File: src/sv/pfa_pkg.sv
// ----------------------------------------------------------------------------
// pfa_pkg: shared types and constants of the page frame allocator
// Item structs, register indexes, frame geometry and the operand bundle of
// the shared adder.
// ----------------------------------------------------------------------------
`default_nettype none

package pfa_pkg;

  // Address and register geometry.
  localparam int ADDR_W      = 32;
  localparam int COUNT_W     = 11;
  localparam int CFG_IDX_W   = 1;
  localparam int FRAME_SHIFT = 12;

  // One memory word holds this many used/free marks.
  localparam int WORD_BITS   = 32;
  localparam int WORD_SHIFT  = 5;
  localparam int BIT_W       = 5;

  // Default size of the frame map.
  localparam int DEF_MAX_FRAMES = 1024;

  // Configuration register indexes.
  typedef enum logic [CFG_IDX_W-1:0] {
    REG_BASE_ADDR   = 1'b0,
    REG_FRAME_COUNT = 1'b1
  } cfg_reg_t;

  // Request codes.
  localparam logic REQ_ALLOC = 1'b0;
  localparam logic REQ_FREE  = 1'b1;

  // Input item.
  typedef struct packed {
    logic              req_type;
    logic [ADDR_W-1:0] frame_addr;
  } in_item_t;

  // Result item.
  typedef struct packed {
    logic [ADDR_W-1:0] alloc_addr;
    logic              fail;
  } out_item_t;

  // Operands for the shared add/subtract unit.
  typedef struct packed {
    logic              sub;
    logic [ADDR_W-1:0] a;
    logic [ADDR_W-1:0] b;
  } addsub_op_t;

endpackage

`default_nettype wire

File: src/sv/page_frame_allocator.sv
// ----------------------------------------------------------------------------
// page_frame_allocator: first-fit page frame allocator
// Keeps one used/free mark per 4 KiB frame and serves allocate and free items.
// ----------------------------------------------------------------------------
//
//  Channel  Ports                           Handshake
//  -------  ------------------------------  -------------------------------
//  input    start, busy, in_item            taken when start & !busy
//  result   out_valid, out_item             one-cycle strobe, never stalled
//  config   cfg_we, cfg_index, cfg_wdata    written when cfg_we is high
//
//  An allocate steps through a read state and a check state for each 32-frame
//  word scanned, then an add state when it finds a frame; it fails when the
//  frames run out. A free passes through subtract, check and write states,
//  and ends after the check when out of range. The result strobe falls in the first
//  cycle with busy low. After reset a clearing pass writes every word to free,
//  with busy high. Nothing can stall.
//
`default_nettype none

module page_frame_allocator
  import pfa_pkg::*;
#(
  parameter int MAX_FRAMES = DEF_MAX_FRAMES
) (
  input  logic                 clk,
  input  logic                 rst_n,
  input  logic                 start,
  output logic                 busy,
  input  in_item_t             in_item,
  output logic                 out_valid,
  output out_item_t            out_item,
  input  logic                 cfg_we,
  input  logic [CFG_IDX_W-1:0] cfg_index,
  input  logic [ADDR_W-1:0]    cfg_wdata
);

  localparam int NWORDS  = (MAX_FRAMES + WORD_BITS - 1) / WORD_BITS;
  localparam int WADDR_W = (NWORDS > 1) ? $clog2(NWORDS) : 1;
  localparam int CNT_W   = $clog2(MAX_FRAMES + 1);

  typedef enum logic [7:0] {
    S_CLR       = 8'b0000_0001,
    S_IDLE      = 8'b0000_0010,
    S_ALLOC_RD  = 8'b0000_0100,
    S_ALLOC_CHK = 8'b0000_1000,
    S_ALLOC_ADD = 8'b0001_0000,
    S_FREE_SUB  = 8'b0010_0000,
    S_FREE_CHK  = 8'b0100_0000,
    S_FREE_WR   = 8'b1000_0000
  } state_t;

  state_t               state_r, state_nxt;
  logic [ADDR_W-1:0]    base_r;
  logic [COUNT_W-1:0]   count_r;
  logic [ADDR_W-1:0]    addr_r, addr_nxt;
  logic [WADDR_W-1:0]   word_r, word_nxt;
  logic [WADDR_W-1:0]   clr_r, clr_nxt;
  logic [BIT_W-1:0]     bit_r, bit_nxt;
  logic [CNT_W-1:0]     left_r, left_nxt;
  logic                 out_valid_r, out_valid_nxt;
  out_item_t            out_item_r, out_item_nxt;

  logic [ADDR_W-1:0]    fc32, max32, n32, left32, idx32, widx32, frame32;
  logic [CNT_W-1:0]     active_n;
  logic [WORD_BITS-1:0] valid_mask, masked, bit_mask;
  logic                 hit;
  logic [BIT_W-1:0]     hit_bit;

  logic                 mem_we;
  logic [WADDR_W-1:0]   mem_addr;
  logic [WORD_BITS-1:0] mem_wdata, mem_rdata;

  addsub_op_t           as_op;
  logic [ADDR_W-1:0]    as_result;

  // Configuration registers.
  always_ff @(posedge clk) begin
    if (!rst_n) begin
      base_r  <= '0;
      count_r <= '0;
    end else if (cfg_we) begin
      unique case (cfg_reg_t'(cfg_index))
        REG_BASE_ADDR:   base_r  <= cfg_wdata;
        REG_FRAME_COUNT: count_r <= cfg_wdata[COUNT_W-1:0];
        default: ;
      endcase
    end
  end

  // Effective frame count, limited to the size of the map.
  assign fc32     = ADDR_W'(count_r);
  assign max32    = ADDR_W'(MAX_FRAMES);
  assign n32      = (fc32 > max32) ? max32 : fc32;
  assign active_n = n32[CNT_W-1:0];

  // Frame index of a free, taken from the offset held in addr_r.
  assign idx32  = addr_r >> FRAME_SHIFT;
  assign widx32 = idx32 >> WORD_SHIFT;

  // Frame index of the found free mark.
  assign frame32 = (ADDR_W'(word_r) << WORD_SHIFT) | ADDR_W'(bit_r);

  // Marks beyond the last managed frame count as used.
  assign left32     = ADDR_W'(left_r);
  assign valid_mask = (left32 >= ADDR_W'(WORD_BITS)) ? '1
                    : ((WORD_BITS'(1) << left32[BIT_W-1:0]) - WORD_BITS'(1));
  assign masked     = mem_rdata | ~valid_mask;
  assign bit_mask   = WORD_BITS'(1) << bit_r;

  // Lowest free mark in the word just read.
  always_comb begin
    hit     = 1'b0;
    hit_bit = '0;
    for (int i = WORD_BITS - 1; i >= 0; i--) begin
      if (!masked[i]) begin
        hit     = 1'b1;
        hit_bit = BIT_W'(i);
      end
    end
  end

  pfa_addsub u_addsub (
    .op     (as_op),
    .result (as_result)
  );

  pfa_mark_ram #(
    .DEPTH (NWORDS),
    .AW    (WADDR_W)
  ) u_marks (
    .clk   (clk),
    .we    (mem_we),
    .addr  (mem_addr),
    .wdata (mem_wdata),
    .rdata (mem_rdata)
  );

  // Sequencer.
  always_comb begin
    state_nxt     = state_r;
    addr_nxt      = addr_r;
    word_nxt      = word_r;
    clr_nxt       = clr_r;
    bit_nxt       = bit_r;
    left_nxt      = left_r;
    out_valid_nxt = 1'b0;
    out_item_nxt  = out_item_r;
    mem_we        = 1'b0;
    mem_addr      = word_r;
    mem_wdata     = mem_rdata;
    as_op.sub     = 1'b0;
    as_op.a       = base_r;
    as_op.b       = frame32 << FRAME_SHIFT;

    unique case (state_r)
      // Clear every word to free after reset.
      S_CLR: begin
        mem_we    = 1'b1;
        mem_addr  = clr_r;
        mem_wdata = '0;
        clr_nxt   = clr_r + WADDR_W'(1);
        if (clr_r == WADDR_W'(NWORDS - 1)) begin
          state_nxt = S_IDLE;
        end
      end

      // Wait for an item.
      S_IDLE: begin
        if (start) begin
          addr_nxt = in_item.frame_addr;
          word_nxt = '0;
          left_nxt = active_n;
          if (in_item.req_type == REQ_FREE) begin
            state_nxt = S_FREE_SUB;
          end else begin
            state_nxt = S_ALLOC_RD;
          end
        end
      end

      // Read the next word of marks, or fail when none are left.
      S_ALLOC_RD: begin
        if (left_r == '0) begin
          out_valid_nxt           = 1'b1;
          out_item_nxt.alloc_addr = '0;
          out_item_nxt.fail       = 1'b1;
          state_nxt               = S_IDLE;
        end else begin
          state_nxt = S_ALLOC_CHK;
        end
      end

      // Claim the lowest free mark, or move on to the next word.
      S_ALLOC_CHK: begin
        if (hit) begin
          mem_we    = 1'b1;
          mem_wdata = mem_rdata | (WORD_BITS'(1) << hit_bit);
          bit_nxt   = hit_bit;
          state_nxt = S_ALLOC_ADD;
        end else if (left32 <= ADDR_W'(WORD_BITS)) begin
          out_valid_nxt           = 1'b1;
          out_item_nxt.alloc_addr = '0;
          out_item_nxt.fail       = 1'b1;
          state_nxt               = S_IDLE;
        end else begin
          word_nxt  = word_r + WADDR_W'(1);
          left_nxt  = CNT_W'(left32 - ADDR_W'(WORD_BITS));
          state_nxt = S_ALLOC_RD;
        end
      end

      // Address of the claimed frame: base plus index times the frame size.
      S_ALLOC_ADD: begin
        out_valid_nxt           = 1'b1;
        out_item_nxt.alloc_addr = as_result;
        out_item_nxt.fail       = 1'b0;
        state_nxt               = S_IDLE;
      end

      // Offset of the freed address from the base.
      S_FREE_SUB: begin
        as_op.sub = 1'b1;
        as_op.a   = addr_r;
        as_op.b   = base_r;
        addr_nxt  = as_result;
        state_nxt = S_FREE_CHK;
      end

      // Range check, then read the word that holds the mark.
      S_FREE_CHK: begin
        if (idx32 < n32) begin
          mem_addr  = widx32[WADDR_W-1:0];
          word_nxt  = widx32[WADDR_W-1:0];
          bit_nxt   = idx32[BIT_W-1:0];
          state_nxt = S_FREE_WR;
        end else begin
          out_valid_nxt           = 1'b1;
          out_item_nxt.alloc_addr = '0;
          out_item_nxt.fail       = 1'b1;
          state_nxt               = S_IDLE;
        end
      end

      // Clear the mark and report success.
      S_FREE_WR: begin
        mem_we                  = 1'b1;
        mem_wdata               = mem_rdata & ~bit_mask;
        out_valid_nxt           = 1'b1;
        out_item_nxt.alloc_addr = '0;
        out_item_nxt.fail       = 1'b0;
        state_nxt               = S_IDLE;
      end

      default: begin
        state_nxt = S_IDLE;
      end
    endcase
  end

  // Control state.
  always_ff @(posedge clk) begin
    if (!rst_n) begin
      state_r     <= S_CLR;
      clr_r       <= '0;
      out_valid_r <= 1'b0;
    end else begin
      state_r     <= state_nxt;
      clr_r       <= clr_nxt;
      out_valid_r <= out_valid_nxt;
    end
  end

  // Working and result registers.
  always_ff @(posedge clk) begin
    addr_r     <= addr_nxt;
    word_r     <= word_nxt;
    bit_r      <= bit_nxt;
    left_r     <= left_nxt;
    out_item_r <= out_item_nxt;
  end

  assign busy      = (state_r != S_IDLE);
  assign out_valid = out_valid_r;
  assign out_item  = out_item_r;

endmodule

`default_nettype wire

File: src/sv/pfa_addsub.sv
// ----------------------------------------------------------------------------
// pfa_addsub: shared 32-bit add/subtract unit
// Forms base plus frame offset on allocate and address minus base on free.
// ----------------------------------------------------------------------------
`default_nettype none

module pfa_addsub
  import pfa_pkg::*;
(
  input  addsub_op_t        op,
  output logic [ADDR_W-1:0] result
);

  // Two's complement subtract by inverting b and adding one; wraps modulo 2^32.
  assign result = op.a + (op.sub ? ~op.b : op.b) + ADDR_W'(op.sub);

endmodule

`default_nettype wire

File: src/sv/pfa_mark_ram.sv
// ----------------------------------------------------------------------------
// pfa_mark_ram: word-wide store of the used/free marks
// One port: a write and a registered read of the old word at one address each cycle.
// ----------------------------------------------------------------------------
`default_nettype none

module pfa_mark_ram
  import pfa_pkg::*;
#(
  parameter int DEPTH  = DEF_MAX_FRAMES / WORD_BITS,
  parameter int AW     = 5
) (
  input  logic                 clk,
  input  logic                 we,
  input  logic [AW-1:0]        addr,
  input  logic [WORD_BITS-1:0] wdata,
  output logic [WORD_BITS-1:0] rdata
);

  logic [WORD_BITS-1:0] mem [DEPTH];

  // Write when we is high, and read the old word with the data registered.
  always_ff @(posedge clk) begin
    if (we) begin
      mem[addr] <= wdata;
    end
    rdata <= mem[addr];
  end

endmodule

`default_nettype wire
File: config.mk
export PLATFORM = sky130hd
export DESIGN_NAME = page_frame_allocator
export DESIGN_NICKNAME = d
export VERILOG_FILES = /design/src/sv/pfa_pkg.sv /design/src/sv/page_frame_allocator.sv /design/src/sv/pfa_addsub.sv /design/src/sv/pfa_mark_ram.sv
export SDC_FILE = /design/constraint.sdc
export NUM_CORES = 2
export LEC_CHECK = 0
export BUFFER_PORTS_ARGS = -buffer_cell sky130_fd_sc_hd__buf_4
export CAP_MARGIN = 20
export CORE_ASPECT_RATIO = 1.5
export CORE_MARGIN = 3
export CORE_UTILIZATION = 35
export DETAILED_ROUTE_END_ITERATION = 6
export SLEW_MARGIN = 20
export SYNTH_ARGS = -nofsm -noshare
export SYNTH_HDL_FRONTEND = slang
export SYNTH_SLANG_ARGS = --single-unit
File: constraint.sdc
create_clock -name clk -period 16.9 [get_ports clk]
set_clock_uncertainty 0.1 [all_clocks]
set_input_delay 2.535 -clock clk [delete_from_list [all_inputs] [get_ports clk]]
set_output_delay 2.535 -clock clk [all_outputs]
set_load 0.005 [all_outputs]
==> out/metrics.cfg <==
[critical_path]
crit_path_end = u_marks.mem[10][8]
worst-endpoint-required_ns = 17.14
critical-path-slowest-cell = and2_4
cp_data_arrival_time_ns = 7.25
worst_path_largest_cell_delay_ns = 0.79
ff2ff_path_depth = 11
crit_path_cell_trace = or4_1, or4_1, o41ai_4, buf_4, or3b_1, buf_4, and2_4, buf_12, nand2_1, nor2_4, buf_4
crit_path_end_kind = flop
crit_path_start = state_r[1]
criticalPathCategory = flop to flop
rr_endpoint = u_marks.mem[10][8]
crit_path_max_fanout = 115
cpMostUsedCell = buf_4
setup.worst_path.start_class = flop
r2r_start = state_r[1]
rrSetupSlack_ns = 9.90

[timing]
fin_tns_setup_ns = 0
max_clock_freq_mhz = 143
finalWorstSetupSlack_ns = 9.90
slew-limit-headroom = 0.218
setup-violations-final = 0
hold_fails_final_rpt = 0
final_min_period_over_clock_period = 0.414
rsz0062_at_grt = no
drv_slew = 0
worstMarginPinSlew_ns = 1.16
hold-worst-slack_ns = 0.372
post-route-min-period_ns = 7.00

[finish]
num-nets-final = 4011
n_antenna_cell = 0
drive_above_1_share = 0.115
layout.core_utilization = 0.403
syn_to_final_growth_pct = 13.6
most_used_cells_in_the_layout_excluding_fill_and_tap_cells = 1110 x edfxtp_1, 701 x nand2_1, 310 x mux2i_1
most_common_cell_after_layout_fill_and_taps_aside = edfxtp_1
final-instance-count-excl-fill = 5861
final_area_mm2 = 0.0572

[synth]
synth_flop_cell = edfxtp_1
ys_seq_elements = 1199
syn_avg_cell_area_um2 = 13.3
yosysWarnings = 0
synthCells = 3798
net_count_synth = 3914
synth-edff-count = 1110
synth.lib_cells_used.distinct = 85
mappedNetlistArea_mm2 = 0.0504
synthArstFlopShare = 0
synth.largest_area_cell = edfxtp_1
post_synthesis_sequential_area_ratio = 0.697
synth.area.top_cells = edfxtp_1 66%, mux2i_1 6.2%, nand2_1 5.2%
synth_top_cell_area_share = 0.662

[cts]
tritoncts = done
cts_htree_levels = 3
clkLatencyLatePin_ns = 0.72
clkSinkCount = 1199
ctsResizeCount = 0
root_buffer = clkbuf_16
cts_made_buffers = 105
cts-hold-fix-buffers = 0
clk_pin_slew_ns = 0.07
postCtsSetupRepairBufs = 0
cts-root-to-sink-buffers = 3

[die]
core_mm2 = 0.142
fp.dieArea_mm2 = 0.149
rows = 169
io_pins = 105
dieWidth_um = 316
start_util = 0.355
floorplan.die.height_um = 471

[min_path]
timing.hold.worst.class = flop to flop
holdCritStartpoint = base_r[5]

[power]
design_power_total_mw = 7.35
leakage_dissipation_nw = 20.6
worst_ir_drop_vdd_uv = 77.3
power_per_cell_area_mw_per_mm2 = 129

[placement]
portBuffers = 104
dpl.cell_count = 5667
final_hpwl_from_detailed_placement_um = 93200
place_ws_ns = 9.94
place_congestion = 0.968
place_area_mm2 = 0.0537

[global_routing]
gr-total-overflow = 0
grt_max_degree = 116
first_global_vias = 32200
antenna_violations_before_repair = 0
grt.total_usage = 0.205
grt_first_pass_wirelength_um = 222000

[route]
postRouteAntennaNets = 0
route.met3.wl_um = 8770
drt_iter0_drc = 2804
viasPerCell = 5.55
highest-signal-layer = met4
drt-met1-wl_um = 58400
drt_drc_violations_left = 0
wl_per_cell_um = 26.5
routed-via-count = 32500
detailedRoute.firstPassIterationCount = 5
wl_um = 156000
met2RoutedLength_um = 80400

[outcome]
status = completed

[job]
max-cap-violations = 0

==> kinds of logic (layout without fill, tap and decap cells) <==
logic type               count (synthesis)  count (layout)  share of synthesized area
AND/OR/NAND/NOR                       1236            1236                      0.109
flip-flops                            1199            1199                      0.697
AO/OA/AOI/OAI                          717             717                     0.0912
multiplexers                           311             311                     0.0618
buffers and inverters                  248             430                     0.0218
adder cells (fa/ha/maj)                 46              46                     0.0116
XOR/XNOR                                41              41                    0.00713
==> per-layer routing <==
metal | GRT usage | vias to the layer above
met5 | 0 | -
met4 | 0.0968 | 0
met1 | 0.241 | 16400
li1 | - | 14600
met3 | 0.0252 | 293
met2 | 0.368 | 1198
==> cell type report <==
type,instances,area (um^2)
Clock buffer,135,2850
Multi-Input combinational cell,2351,14600
Sequential cell,1199,35100
Inverter,28,105
Tap cell,1881,2350
Fill cell,13200,84900
Clock inverter,57,604
Timing Repair Buffer,210,1620
==> worst max-delay path, delay by kind of cell (launching register included) <==
kind / cells / cell delay [ns]
AND/OR/NAND/NOR: 6 / 3.61
buffers and inverters: 4 / 1.90
AO/OA/AOI/OAI: 1 / 0.38
flip-flops: 1 / 0.34
==> registers in the layout, summed over array words and instances, names as in the netlist <==
signal / cells
word_r: 5
bit_r: 5
out_valid: 1
left_r: 11
base_r: 32
clr_r: 5
out_item: 33
state_r: 8
count_r: 11
addr_r: 32
u_marks.mem: 1024
u_marks.rdata: 32
==> power by group <==
part           internal (mW)  switching [mW]  leakage, nW
Sequential              3.53           0.114         11.0
Combinational          0.366           0.902         7.94
Clock                   1.36            1.08         1.70
Total                   5.26            2.10         20.6
==> synth_stat cells (all sizes together), types with 67 or more instances <==
cell type  count
dfxtp         89
nor2         147
o22ai         95
nand3         67
a211oi        69
nand2        704
a21oi        225
nor3          88
mux2i        310
edfxtp      1110
o21ai        113
clkbuf       139
buf           81
==> how the worst min path moves through the flow <==
stage / to / slack, ns / cells after the start
2_1_floorplan: base_r[12] / 0.35 / 2
3_3_place_gp: base_r[21] / 0.35 / 2
3_5_place_dp: base_r[5] / 0.36 / 2
4_1_cts: base_r[5] / 0.37 / 2
5_1_grt: base_r[8] / 0.40 / 2
6_report: base_r[5] / 0.37 / 2
No activity file was read; power rests on OpenSTA's default activity.
